## src/sv/nrf_pkg.sv

```systemverilog
// Shared constants and types of the non-overlapping repeat finder.
package nrf_pkg;

	localparam int MAX_ENTRIES = 32;
	localparam int IDX_W = $clog2(MAX_ENTRIES);
	localparam int CNT_W = $clog2(MAX_ENTRIES + 1);
	localparam int LEN_W = 6;
	localparam int GRP_W = IDX_W;
	localparam int TPOS_W = 7;
	localparam int KEY_W = LEN_W + GRP_W + TPOS_W;
	localparam int TUP_DEPTH = 2 * MAX_ENTRIES;
	localparam int TUP_AW = $clog2(TUP_DEPTH);
	localparam int NT_W = $clog2(TUP_DEPTH + 1);
	localparam int SPOS_W = 5;
	localparam int DIV_STEPS = LEN_W;
	localparam int DIV_CW = $clog2(DIV_STEPS + 1);

	typedef struct packed {
		logic             valid;
		logic [SPOS_W-1:0] start;
		logic [LEN_W-1:0]  stop;
		logic [LEN_W-1:0]  count;
		logic             last;
	} nrf_push_t;

endpackage

```

## src/sv/nrf_div.sv

```systemverilog
// Iterative restoring divider that returns the remainder, one bit a cycle.
module nrf_div import nrf_pkg::*; (
	input  logic              clk,
	input  logic              arst_n,
	input  logic              start,
	input  logic [LEN_W-1:0]  dividend,
	input  logic [SPOS_W-1:0] divisor,
	output logic              done,
	output logic [SPOS_W-1:0] remainder
);

	logic              busy_q;
	logic [DIV_CW-1:0] step_q;
	logic [LEN_W-1:0]  num_q;
	logic [SPOS_W-1:0] den_q;
	logic [SPOS_W-1:0] rem_q;
	logic              done_q;
	logic [SPOS_W:0]   trial;
	logic [SPOS_W:0]   diff;

	assign trial = {rem_q, num_q[LEN_W-1]};
	assign diff = trial - {1'b0, den_q};

	always_ff @(posedge clk or negedge arst_n) begin
		if (!arst_n) begin
			busy_q <= 1'b0;
			done_q <= 1'b0;
			step_q <= '0;
		end else begin
			done_q <= 1'b0;
			if (start) begin
				busy_q <= 1'b1;
				step_q <= '0;
			end else if (busy_q) begin
				step_q <= step_q + 1'b1;
				if (step_q == DIV_CW'(DIV_STEPS - 1)) begin
					busy_q <= 1'b0;
					done_q <= 1'b1;
				end
			end
		end
	end

	always_ff @(posedge clk) begin
		if (start) begin
			num_q <= dividend;
			den_q <= divisor;
			rem_q <= '0;
		end else if (busy_q) begin
			num_q <= {num_q[LEN_W-2:0], 1'b0};
			if (trial >= {1'b0, den_q}) begin
				rem_q <= diff[SPOS_W-1:0];
			end else begin
				rem_q <= trial[SPOS_W-1:0];
			end
		end
	end

	assign done = done_q;
	assign remainder = rem_q;

endmodule

```

## src/sv/nrf_core.sv

```systemverilog
// Sequencer with the entry, tuple and run stores, tuple generation and greedy scan.
module nrf_core import nrf_pkg::*; (
	input  logic              clk,
	input  logic              arst_n,
	input  logic              in_valid,
	output logic              in_ready,
	input  logic [SPOS_W-1:0] in_pos,
	input  logic [LEN_W-1:0]  in_lcp,
	input  logic              in_last,
	input  logic [LEN_W-1:0]  min_len,
	input  logic              out_free,
	output nrf_push_t         push
);

	localparam logic [3:0] ST_IDLE  = 4'd0;
	localparam logic [3:0] ST_GRD   = 4'd1;
	localparam logic [3:0] ST_GDAT  = 4'd2;
	localparam logic [3:0] ST_GDIV  = 4'd3;
	localparam logic [3:0] ST_GW1   = 4'd4;
	localparam logic [3:0] ST_GW2   = 4'd5;
	localparam logic [3:0] ST_SINIT = 4'd6;
	localparam logic [3:0] ST_PASS  = 4'd7;
	localparam logic [3:0] ST_GRP   = 4'd8;
	localparam logic [3:0] ST_EMIT  = 4'd9;
	localparam logic [3:0] ST_COVR  = 4'd10;
	localparam logic [3:0] ST_CHK   = 4'd11;
	localparam logic [3:0] ST_FIN   = 4'd12;
	localparam logic [3:0] ST_END   = 4'd13;

	logic [3:0] state_q;

	logic [SPOS_W+LEN_W-1:0] ent_mem [MAX_ENTRIES];
	logic [SPOS_W+LEN_W-1:0] ent_rd_q;
	logic [KEY_W-1:0]        tup_mem [TUP_DEPTH];
	logic [KEY_W-1:0]        tup_rd_q;
	logic [SPOS_W-1:0]       rs_mem [MAX_ENTRIES];
	logic [SPOS_W-1:0]       rs_rd_q;

	logic [CNT_W-1:0]  cnt_q;
	logic [CNT_W-1:0]  le_q;
	logic [CNT_W-1:0]  gi_q;
	logic [SPOS_W-1:0] prev_s_q;
	logic [LEN_W-1:0]  prev_l_q;
	logic [LEN_W-1:0]  len_q;
	logic [TPOS_W-1:0] p1_q;
	logic [TPOS_W-1:0] p2_q;
	logic [SPOS_W-1:0] lo_q;
	logic [LEN_W-1:0]  dvd_q;
	logic [LEN_W-1:0]  pre_l_q;
	logic [GRP_W-1:0]  grp_q;
	logic [NT_W-1:0]   nt_q;

	logic [NT_W-1:0]   ra_q;
	logic              dv_q;
	logic [KEY_W-1:0]  best_q;
	logic              found_q;
	logic [KEY_W-1:0]  prev_key_q;
	logic              have_prev_q;
	logic [GRP_W-1:0]  grp_pre_q;
	logic [TPOS_W-1:0] next_k_q;
	logic [CNT_W-1:0]  nrun_q;
	logic [LEN_W-1:0]  run_len_q;
	logic [SPOS_W-1:0] first_q;
	logic [MAX_ENTRIES-1:0] cov_q;
	logic [CNT_W-1:0]  cj_q;
	logic              cdv_q;
	logic              fin_q;
	nrf_push_t         pend_q;
	nrf_push_t         push_q;
	nrf_push_t         push_d;

	logic              div_start;
	logic              div_done;
	logic [SPOS_W-1:0] div_rem;

	logic [SPOS_W-1:0] rd_s;
	logic [LEN_W-1:0]  rd_l;
	logic [TPOS_W-1:0] sum1;
	logic [TPOS_W-1:0] sum2;
	logic              nonov;
	logic [SPOS_W-1:0] pos_gap;
	logic [TPOS_W-1:0] half;
	logic [GRP_W-1:0]  grp_n;
	logic [LEN_W-1:0]  l3;
	logic              cand;
	logic [LEN_W-1:0]  b_len;
	logic [GRP_W-1:0]  b_grp;
	logic [TPOS_W-1:0] b_k;
	logic [TPOS_W:0]   kend;
	logic [IDX_W-1:0]  kend_idx;
	logic              accept;
	logic [MAX_ENTRIES-1:0] lmask;
	nrf_push_t         newres;

	assign rd_s = ent_rd_q[SPOS_W+LEN_W-1:LEN_W];
	assign rd_l = ent_rd_q[LEN_W-1:0];
	assign sum1 = TPOS_W'(prev_s_q) + TPOS_W'(prev_l_q);
	assign sum2 = TPOS_W'(rd_s) + TPOS_W'(prev_l_q);
	assign nonov = (TPOS_W'(rd_s) >= sum1) || (sum2 <= TPOS_W'(prev_s_q));
	assign pos_gap = (prev_s_q < rd_s) ? rd_s - prev_s_q : prev_s_q - rd_s;
	assign half = (TPOS_W'(prev_l_q) + TPOS_W'(pos_gap)) >> 1;
	assign grp_n = grp_q + GRP_W'(pre_l_q != len_q);
	assign l3 = dvd_q - LEN_W'(div_rem);
	assign div_start = (state_q == ST_GDAT) && (gi_q != '0) && !nonov
		&& (prev_s_q != rd_s);

	assign cand = (!have_prev_q || tup_rd_q > prev_key_q) && (!found_q || tup_rd_q < best_q);

	assign b_len = ~best_q[KEY_W-1:GRP_W+TPOS_W];
	assign b_grp = best_q[GRP_W+TPOS_W-1:TPOS_W];
	assign b_k = best_q[TPOS_W-1:0];
	assign kend = (TPOS_W+1)'(b_k) + (TPOS_W+1)'(b_len);
	assign kend_idx = IDX_W'(kend - 1'b1);
	assign accept = (b_len != '0) && (b_len >= min_len) && (b_k >= next_k_q)
		&& (b_k < TPOS_W'(le_q)) && (kend <= (TPOS_W+1)'(le_q))
		&& !cov_q[b_k[IDX_W-1:0]] && !cov_q[kend_idx]
		&& (nrun_q < CNT_W'(MAX_ENTRIES));

	assign lmask = ~({MAX_ENTRIES{1'b1}} << run_len_q);

	always_comb begin
		newres.valid = 1'b1;
		newres.start = first_q;
		newres.stop = LEN_W'(LEN_W'(first_q) + run_len_q);
		newres.count = LEN_W'(nrun_q);
		newres.last = 1'b0;
	end

	always_comb begin
		push_d = '0;
		if (state_q == ST_EMIT && pend_q.valid && out_free) begin
			push_d = pend_q;
		end
		if (state_q == ST_END && out_free) begin
			push_d = {1'b1, pend_q.start, pend_q.stop, pend_q.count, 1'b1};
		end
	end

	nrf_div u_div (
		.clk       (clk),
		.arst_n    (arst_n),
		.start     (div_start),
		.dividend  (half[LEN_W-1:0]),
		.divisor   (pos_gap),
		.done      (div_done),
		.remainder (div_rem)
	);

	assign in_ready = (state_q == ST_IDLE);
	assign push = push_q;

	always_ff @(posedge clk) begin
		if (state_q == ST_IDLE && in_valid && cnt_q < CNT_W'(MAX_ENTRIES)) begin
			ent_mem[cnt_q[IDX_W-1:0]] <= {in_pos, in_lcp};
		end
		if (state_q == ST_GRD) begin
			ent_rd_q <= ent_mem[gi_q[IDX_W-1:0]];
		end
	end

	always_ff @(posedge clk) begin
		if (state_q == ST_GW1) begin
			tup_mem[nt_q[TUP_AW-1:0]] <= {~len_q, grp_n, p1_q};
		end else if (state_q == ST_GW2) begin
			tup_mem[nt_q[TUP_AW-1:0]] <= {~len_q, grp_q, p2_q};
		end
		if (state_q == ST_PASS) begin
			tup_rd_q <= tup_mem[ra_q[TUP_AW-1:0]];
		end
	end

	always_ff @(posedge clk) begin
		if (state_q == ST_CHK && accept) begin
			rs_mem[nrun_q[IDX_W-1:0]] <= b_k[SPOS_W-1:0];
		end
		if (state_q == ST_COVR) begin
			rs_rd_q <= rs_mem[cj_q[IDX_W-1:0]];
		end
	end

	always_ff @(posedge clk or negedge arst_n) begin
		if (!arst_n) begin
			state_q <= ST_IDLE;
			cnt_q <= '0;
			le_q <= '0;
			gi_q <= '0;
			nt_q <= '0;
			grp_q <= '0;
			pre_l_q <= '0;
			ra_q <= '0;
			dv_q <= 1'b0;
			found_q <= 1'b0;
			have_prev_q <= 1'b0;
			grp_pre_q <= '0;
			next_k_q <= '0;
			nrun_q <= '0;
			cov_q <= '0;
			cj_q <= '0;
			cdv_q <= 1'b0;
			fin_q <= 1'b0;
			pend_q <= '0;
			push_q <= '0;
		end else begin
			push_q <= push_d;
			unique case (state_q)
				ST_IDLE: begin
					if (in_valid) begin
						if (in_last) begin
							le_q <= (cnt_q < CNT_W'(MAX_ENTRIES)) ? cnt_q + 1'b1 : cnt_q;
							cnt_q <= '0;
							gi_q <= '0;
							nt_q <= '0;
							grp_q <= '0;
							pre_l_q <= '0;
							state_q <= ST_GRD;
						end else if (cnt_q < CNT_W'(MAX_ENTRIES)) begin
							cnt_q <= cnt_q + 1'b1;
						end
					end
				end
				ST_GRD: begin
					state_q <= (gi_q < le_q) ? ST_GDAT : ST_SINIT;
				end
				ST_GDAT: begin
					if (gi_q == '0) begin
						prev_s_q <= rd_s;
						prev_l_q <= rd_l;
						gi_q <= gi_q + 1'b1;
						state_q <= ST_GRD;
					end else if (nonov) begin
						len_q <= prev_l_q;
						p1_q <= TPOS_W'(prev_s_q);
						p2_q <= TPOS_W'(rd_s);
						state_q <= ST_GW1;
					end else if (prev_s_q == rd_s) begin
						prev_s_q <= rd_s;
						prev_l_q <= rd_l;
						gi_q <= gi_q + 1'b1;
						state_q <= ST_GRD;
					end else begin
						lo_q <= (prev_s_q < rd_s) ? prev_s_q : rd_s;
						dvd_q <= half[LEN_W-1:0];
						state_q <= ST_GDIV;
					end
				end
				ST_GDIV: begin
					if (div_done) begin
						len_q <= l3;
						p1_q <= TPOS_W'(lo_q);
						p2_q <= TPOS_W'(lo_q) + TPOS_W'(l3);
						state_q <= ST_GW1;
					end
				end
				ST_GW1: begin
					grp_q <= grp_n;
					nt_q <= nt_q + 1'b1;
					state_q <= ST_GW2;
				end
				ST_GW2: begin
					nt_q <= nt_q + 1'b1;
					pre_l_q <= len_q;
					prev_s_q <= rd_s;
					prev_l_q <= rd_l;
					gi_q <= gi_q + 1'b1;
					state_q <= ST_GRD;
				end
				ST_SINIT: begin
					cov_q <= '0;
					grp_pre_q <= '0;
					next_k_q <= '0;
					nrun_q <= '0;
					have_prev_q <= 1'b0;
					found_q <= 1'b0;
					ra_q <= '0;
					dv_q <= 1'b0;
					fin_q <= 1'b0;
					pend_q <= '0;
					state_q <= ST_PASS;
				end
				ST_PASS: begin
					if (ra_q < nt_q) begin
						ra_q <= ra_q + 1'b1;
						dv_q <= 1'b1;
					end else begin
						dv_q <= 1'b0;
					end
					if (dv_q && cand) begin
						best_q <= tup_rd_q;
						found_q <= 1'b1;
					end
					if (ra_q == nt_q && !dv_q) begin
						state_q <= found_q ? ST_GRP : ST_FIN;
					end
				end
				ST_GRP: begin
					if (b_grp != grp_pre_q && nrun_q >= CNT_W'(2)) begin
						state_q <= ST_EMIT;
					end else begin
						if (b_grp != grp_pre_q) begin
							nrun_q <= '0;
							next_k_q <= '0;
						end
						grp_pre_q <= b_grp;
						state_q <= ST_CHK;
					end
				end
				ST_EMIT: begin
					if (!pend_q.valid || out_free) begin
						pend_q <= newres;
						cj_q <= '0;
						cdv_q <= 1'b0;
						state_q <= fin_q ? ST_END : ST_COVR;
					end
				end
				ST_COVR: begin
					if (cj_q < nrun_q) begin
						cj_q <= cj_q + 1'b1;
						cdv_q <= 1'b1;
					end else begin
						cdv_q <= 1'b0;
					end
					if (cdv_q) begin
						cov_q <= cov_q | (lmask << rs_rd_q);
					end
					if (cj_q == nrun_q && !cdv_q) begin
						nrun_q <= '0;
						next_k_q <= '0;
						grp_pre_q <= b_grp;
						state_q <= ST_CHK;
					end
				end
				ST_CHK: begin
					if (accept) begin
						if (nrun_q == '0) begin
							first_q <= b_k[SPOS_W-1:0];
						end
						nrun_q <= nrun_q + 1'b1;
						run_len_q <= b_len;
						next_k_q <= kend[TPOS_W-1:0];
					end
					prev_key_q <= best_q;
					have_prev_q <= 1'b1;
					found_q <= 1'b0;
					ra_q <= '0;
					dv_q <= 1'b0;
					state_q <= ST_PASS;
				end
				ST_FIN: begin
					fin_q <= 1'b1;
					state_q <= (nrun_q >= CNT_W'(2)) ? ST_EMIT : ST_END;
				end
				ST_END: begin
					if (out_free) begin
						pend_q <= '0;
						state_q <= ST_IDLE;
					end
				end
				default: begin
					state_q <= ST_IDLE;
				end
			endcase
		end
	end

endmodule

```

## src/sv/non_overlapping_repeat_finder_unit.sv

```systemverilog
// Top level: stream ports, minimum-length register, output register and the sequencer.
// Each entry is stored as it is accepted; the item marked last then holds the block for up to
// 63 selection passes over the tuple store (one read a cycle), a remainder division for each
// overlapping pair with distinct starts, and the covering passes. Input is not ready meanwhile,
// and output stalls lengthen the hold.
// Reset clears control state and sets the minimum length to 1; the stores are not cleared.
module non_overlapping_repeat_finder_unit import nrf_pkg::*; (
	input  logic        clk,
	input  logic        arst_n,
	input  logic        s_axis_tvalid,
	output logic        s_axis_tready,
	input  logic [15:0] s_axis_tdata,  // suffix_pos[4:0], common_prefix_len[10:5], zero
	input  logic        s_axis_tlast,  // last_entry
	input  logic        cfg_we,
	input  logic [5:0]  cfg_wdata,     // minimum repeat length
	output logic        m_axis_tvalid,
	input  logic        m_axis_tready,
	output logic [23:0] m_axis_tdata,  // repeat_start[4:0], repeat_end[10:5], repeat_count[16:11]
	output logic        m_axis_tlast   // last_result
);

	logic [LEN_W-1:0] min_len_q;
	logic             out_valid_q;
	nrf_push_t        out_q;
	nrf_push_t        push;
	logic             out_free;

	assign out_free = !push.valid && (!out_valid_q || m_axis_tready);

	always_ff @(posedge clk or negedge arst_n) begin
		if (!arst_n) begin
			min_len_q <= LEN_W'(1);
			out_valid_q <= 1'b0;
		end else begin
			if (cfg_we) begin
				min_len_q <= cfg_wdata;
			end
			if (push.valid) begin
				out_valid_q <= 1'b1;
			end else if (m_axis_tready) begin
				out_valid_q <= 1'b0;
			end
		end
	end

	always_ff @(posedge clk) begin
		if (push.valid) begin
			out_q <= push;
		end
	end

	nrf_core u_core (
		.clk      (clk),
		.arst_n   (arst_n),
		.in_valid (s_axis_tvalid),
		.in_ready (s_axis_tready),
		.in_pos   (s_axis_tdata[4:0]),
		.in_lcp   (s_axis_tdata[10:5]),
		.in_last  (s_axis_tlast),
		.min_len  (min_len_q),
		.out_free (out_free),
		.push     (push)
	);

	assign m_axis_tvalid = out_valid_q;
	assign m_axis_tdata = {7'b0, out_q.count, out_q.stop, out_q.start};
	assign m_axis_tlast = out_q.last;

endmodule
```

## config.mk

```make
export PLATFORM = sky130hd
export DESIGN_NAME = non_overlapping_repeat_finder_unit
export DESIGN_NICKNAME = d
export VERILOG_FILES = /design/src/sv/nrf_pkg.sv /design/src/sv/nrf_div.sv /design/src/sv/nrf_core.sv /design/src/sv/non_overlapping_repeat_finder_unit.sv
export SDC_FILE = /design/constraint.sdc
export NUM_CORES = 2
export LEC_CHECK = 0
export BUFFER_PORTS_ARGS = -buffer_cell sky130_fd_sc_hd__buf_2
export CAP_MARGIN = 20
export CORE_MARGIN = 2
export CORE_UTILIZATION = 55
export CTS_CLUSTER_SIZE = 30
export DETAILED_ROUTE_END_ITERATION = 16
export HOLD_SLACK_MARGIN = 0.1
export PLACE_DENSITY_LB_ADDON = 0.08
export SLEW_MARGIN = 20
export SYNTH_ARGS = -nofsm -noshare
export SYNTH_HDL_FRONTEND = slang
export SYNTH_SLANG_ARGS = --single-unit
```

## constraint.sdc

```tcl
create_clock -name clk -period 8.2 [get_ports clk]
set_clock_uncertainty 0.15 [all_clocks]
set_input_delay 0.41 -clock clk [delete_from_list [all_inputs] [get_ports clk]]
set_output_delay 0.41 -clock clk [all_outputs]
set_load 0.005 [all_outputs]
```

==> run_results.csv <==
group,metric,value,unit
status,status,"finished clean",
hold_path,hold_path_end,"m_axis_tdata[15]$_DFFE_PP_",
placement,post-dp-hpwl,107000,um
critical_path,crit_fanout,43,
die,ios,55,
finish,synthToLayoutAreaGrowth,11.86,%
finish,register_area,58530,sq um
die,die_h,388.9,um
clock_network,clkLatencyLatePin,0.83,ns
critical_path,critPathRequiredTime,8.53,ns
detailed_routing,drcViolationCount,0,
hold_path,min_from,"u_core.push[5]$_DFF_PN0_",
sta,hold_viol,0,
detailed_routing,viasPerCell,6.272,
yosys,yosys_warnings,0,
sta,worst_pin_slew,1.102,ns
yosys,synth.yosys.seq_area_share,0.7181,
global_routing,grt_usage,0.2481,
die,core_area,147500,sq um
finish,fin_nets,4645,
yosys,synth_edf_count,1814,
detailed_routing,wl_per_cell,28.24,um
critical_path,critPathLaunchType,"register",
power_and_ir_drop,vdd_drop_max,0.0002106,V
job,cap_violations,0,
finish,drive_above_1_share,0.2405,
global_routing,grt_pass1_wl,273500,um
yosys,yosys_most_used_dff,"edfxtp_1",
sta,slew-limit-headroom,0.2629,
sta,report.final.slew_viol_count,0,
critical_path,crit_path_max_incr_delay,0.60,ns
die,rows,141,
critical_path,cp.arrival,5.11,ns
yosys,syn_area,81470,sq um
detailed_routing,dr.pass1.iters,6,
yosys,synthMostInstantiatedCell,"edfxtp_1",
power_and_ir_drop,power,19.77,mW
detailed_routing,vias,41075,
critical_path,crit_slowest_cell,"fa_1",
critical_path,crit_path_end_kind,"register",
yosys,synth.distinct_cells,86,
yosys,yosysTopAreaCell,"edfxtp_1",
die,start_util,0.5524,
clock_network,cts_buffer_depth,3,
global_routing,grt.overflow.total,0,
sta,whs,0.2600,ns
detailed_routing,drt-total-wl,184900,um
finish,multi_input_area,21910,sq um
critical_path,worstPathCellList,"buf_4 > ha_1 > fa_1 > inv_1 > ha_1 > mux4_2 > nand2_1 > mux2i_1 > o31ai_4 > nand4_4 > nor2_4 > buf_4 > and2_1",
placement,gp_congestion,0.8379,
clock_network,cts_tree,"yes",
clock_network,cts_setup_buffers,0,
critical_path,ff2ff_path_depth,13,
sta,max_freq,209.2,MHz
yosys,synth-seq-cells,1976,
finish,nFillCells,10372,
yosys,yosys-top-cells-count,"edfxtp_1, mux4_2, nor2_1",
sta,rsz0062_at_grt,"false",
sta,tns,0,ns
die,die_x,388.9,um
sta,fin_ws,3.421,ns
clock_network,cts_buffers,200,
placement,io_buffers,42,
sta,setup_viol,0,
clock_network,clock-sinks,1976,
global_routing,grt_pass1_vias,40884,
clock_network,path_clk_slew,0.06,ns
detailed_routing,ant_nets,0,
yosys,syn_area_per_cell,19.05,sq um
hold_path,min_path_type,"register to register",
hold_path,hold_depth,0,
sta,layout_worst_path_cycle_share,0.5828,
power_and_ir_drop,power.density,216.9,nW/um^2
critical_path,r2r_slack,3.42,ns
yosys,yosysTopAreaCellShare,0.6686,
detailed_routing,drtIter0Drc,4480,
yosys,synthArstFlopShare,0.07945,
placement,pre_cts_ws,3.431,ns
clock_network,cts-root-buf,"clkbuf_16",
global_routing,grt_max_degree,132,
global_routing,antenna_found_initial,15,
clock_network,h-tree-depth,4,
yosys,syn_inst,4277,
power_and_ir_drop,leakage,30.26,nW
critical_path,rr_endpoint,"u_core.run_len_q[2]$_DFFE_PP_",
die,dieArea,151200,sq um
sta,min_period,4.779,ns
yosys,yosys-top-cells-area,"edfxtp_1, mux4_2, dfrtp_1",
critical_path,timing.rr.start,"u_core.best_q[0]$_DFFE_PP_",
critical_path,path_class,"register to register",
[worst max-delay path by stage]
| stage | from | to | cells past startpoint |
|---|---|---|---|
| final | u_core.best_q[0]$_DFFE_PP_ | u_core.run_len_q[2]$_DFFE_PP_ | 13 |
| after global placement | u_core.best_q[0]$_DFFE_PP_ | u_core.run_len_q[1]$_DFFE_PP_ | 13 |
| after global routing | u_core.best_q[0]$_DFFE_PP_ | u_core.run_len_q[2]$_DFFE_PP_ | 12 |
| after floorplan | u_core.best_q[1]$_DFFE_PP_ | u_core.best_q[0]$_DFFE_PP_ | 9 |
| after CTS | u_core.best_q[0]$_DFFE_PP_ | u_core.run_len_q[2]$_DFFE_PP_ | 13 |
| after detailed placement | u_core.best_q[0]$_DFFE_PP_ | u_core.run_len_q[2]$_DFFE_PP_ | 13 |
[critical path, delay by kind of cell, from the launching register on]
kind | cells | cell delay, ns
adder cells (fa/ha/maj) | 3 | 1.44
AND/OR/NAND/NOR | 4 | 0.83
buffers and inverters | 3 | 0.79
multiplexers | 2 | 0.50
flip-flops | 1 | 0.35
AO/OA/AOI/OAI | 1 | 0.33
[layout make-up]
type                            count  area share
Antenna cell                        4   0.0001098
Multi-Input combinational cell   1953      0.2404
Tap cell                         1930     0.02650
Timing Repair Buffer              186     0.01597
Clock inverter                    111     0.01091
Sequential cell                  1976      0.6422
Inverter                          136    0.005684
Clock buffer                      253     0.05814
[sequential cells by signal (all words and copies together) (netlist names), 7 cells and up]
signal / cells
u_core.ent_mem: 352
u_core.push: 19
m_axis_tdata: 17
u_core.pend_q: 18
u_core.nt_q: 7
u_core.ra_q: 7
u_core.next_k_q: 7
u_core.rs_mem: 160
u_core.cov_q: 32
u_core.ent_rd_q: 11
u_core.tup_mem: 1152
u_core.p2_q: 7
u_core.tup_rd_q: 18
u_core.prev_key_q: 18
u_core.best_q: 18
[repair_timing]
action	in CTS	in global routing
resized for setup	0	0
hold endpoints to repair	434	0
hold buffers	35	0
[metal layers]
metal	track usage	part of all wire	wire (um)
met2	0.3807	0.47	87180
met5	0	0	0
met4	0.05469	0.018	3403
met1	0.3792	0.44	81230
met3	0.04326	0.071	13100
[cells in the final DEF, fill, tap and decap left out, drive strengths merged, types with 11 or more instances in the layout]
master / instances
a211oi: 14
a21o: 48
a21oi: 105
a22o: 34
a31oi: 11
and2: 29
and3: 41
buf: 151
bufinv: 12
clkbuf: 254
clkinv: 92
dfrtp: 156
dlygate4sd3: 34
edfxtp: 1814
ha: 154
inv: 138
mux2: 31
mux2i: 50
mux4: 526
nand2: 160
nand2b: 20
nand3: 48
nand4: 15
nor2: 218
nor2b: 21
nor3: 28
o21a: 13
o21ai: 129
o221ai: 29
o22ai: 14
o31ai: 11
or2: 12
xnor2: 39
xor2: 23
[power by group]
part           internal, mW  total, mW  switching, mW
registers              10.9       10.9        0.00199
clock network          4.96       8.76           3.80
logic                0.0386      0.128         0.0895
[logic make-up after synthesis]
family	share of synthesized area
flops	0.7181
simple gates	0.03669
mux	0.1562
compound gates	0.03863
buf+inv	0.01719
fa+ha+maj	0.02648
xor+xnor	0.006665
other cells	0.00004603
[per-stage QoR]
| stage | util | instances | area, sq um |
|---|---|---|---|
| floorplan | - | 4283 | 81490 |
| global placement | 0.5722 | 6143 | 84390 |
| detailed placement | 0.5722 | 6143 | 84390 |
| CTS | 0.6173 | 6542 | 91050 |
| global route | 0.6179 | 6546 | 91130 |
| finish | 0.6179 | 6549 | 91130 |
(Power assumes the default switching activity.)
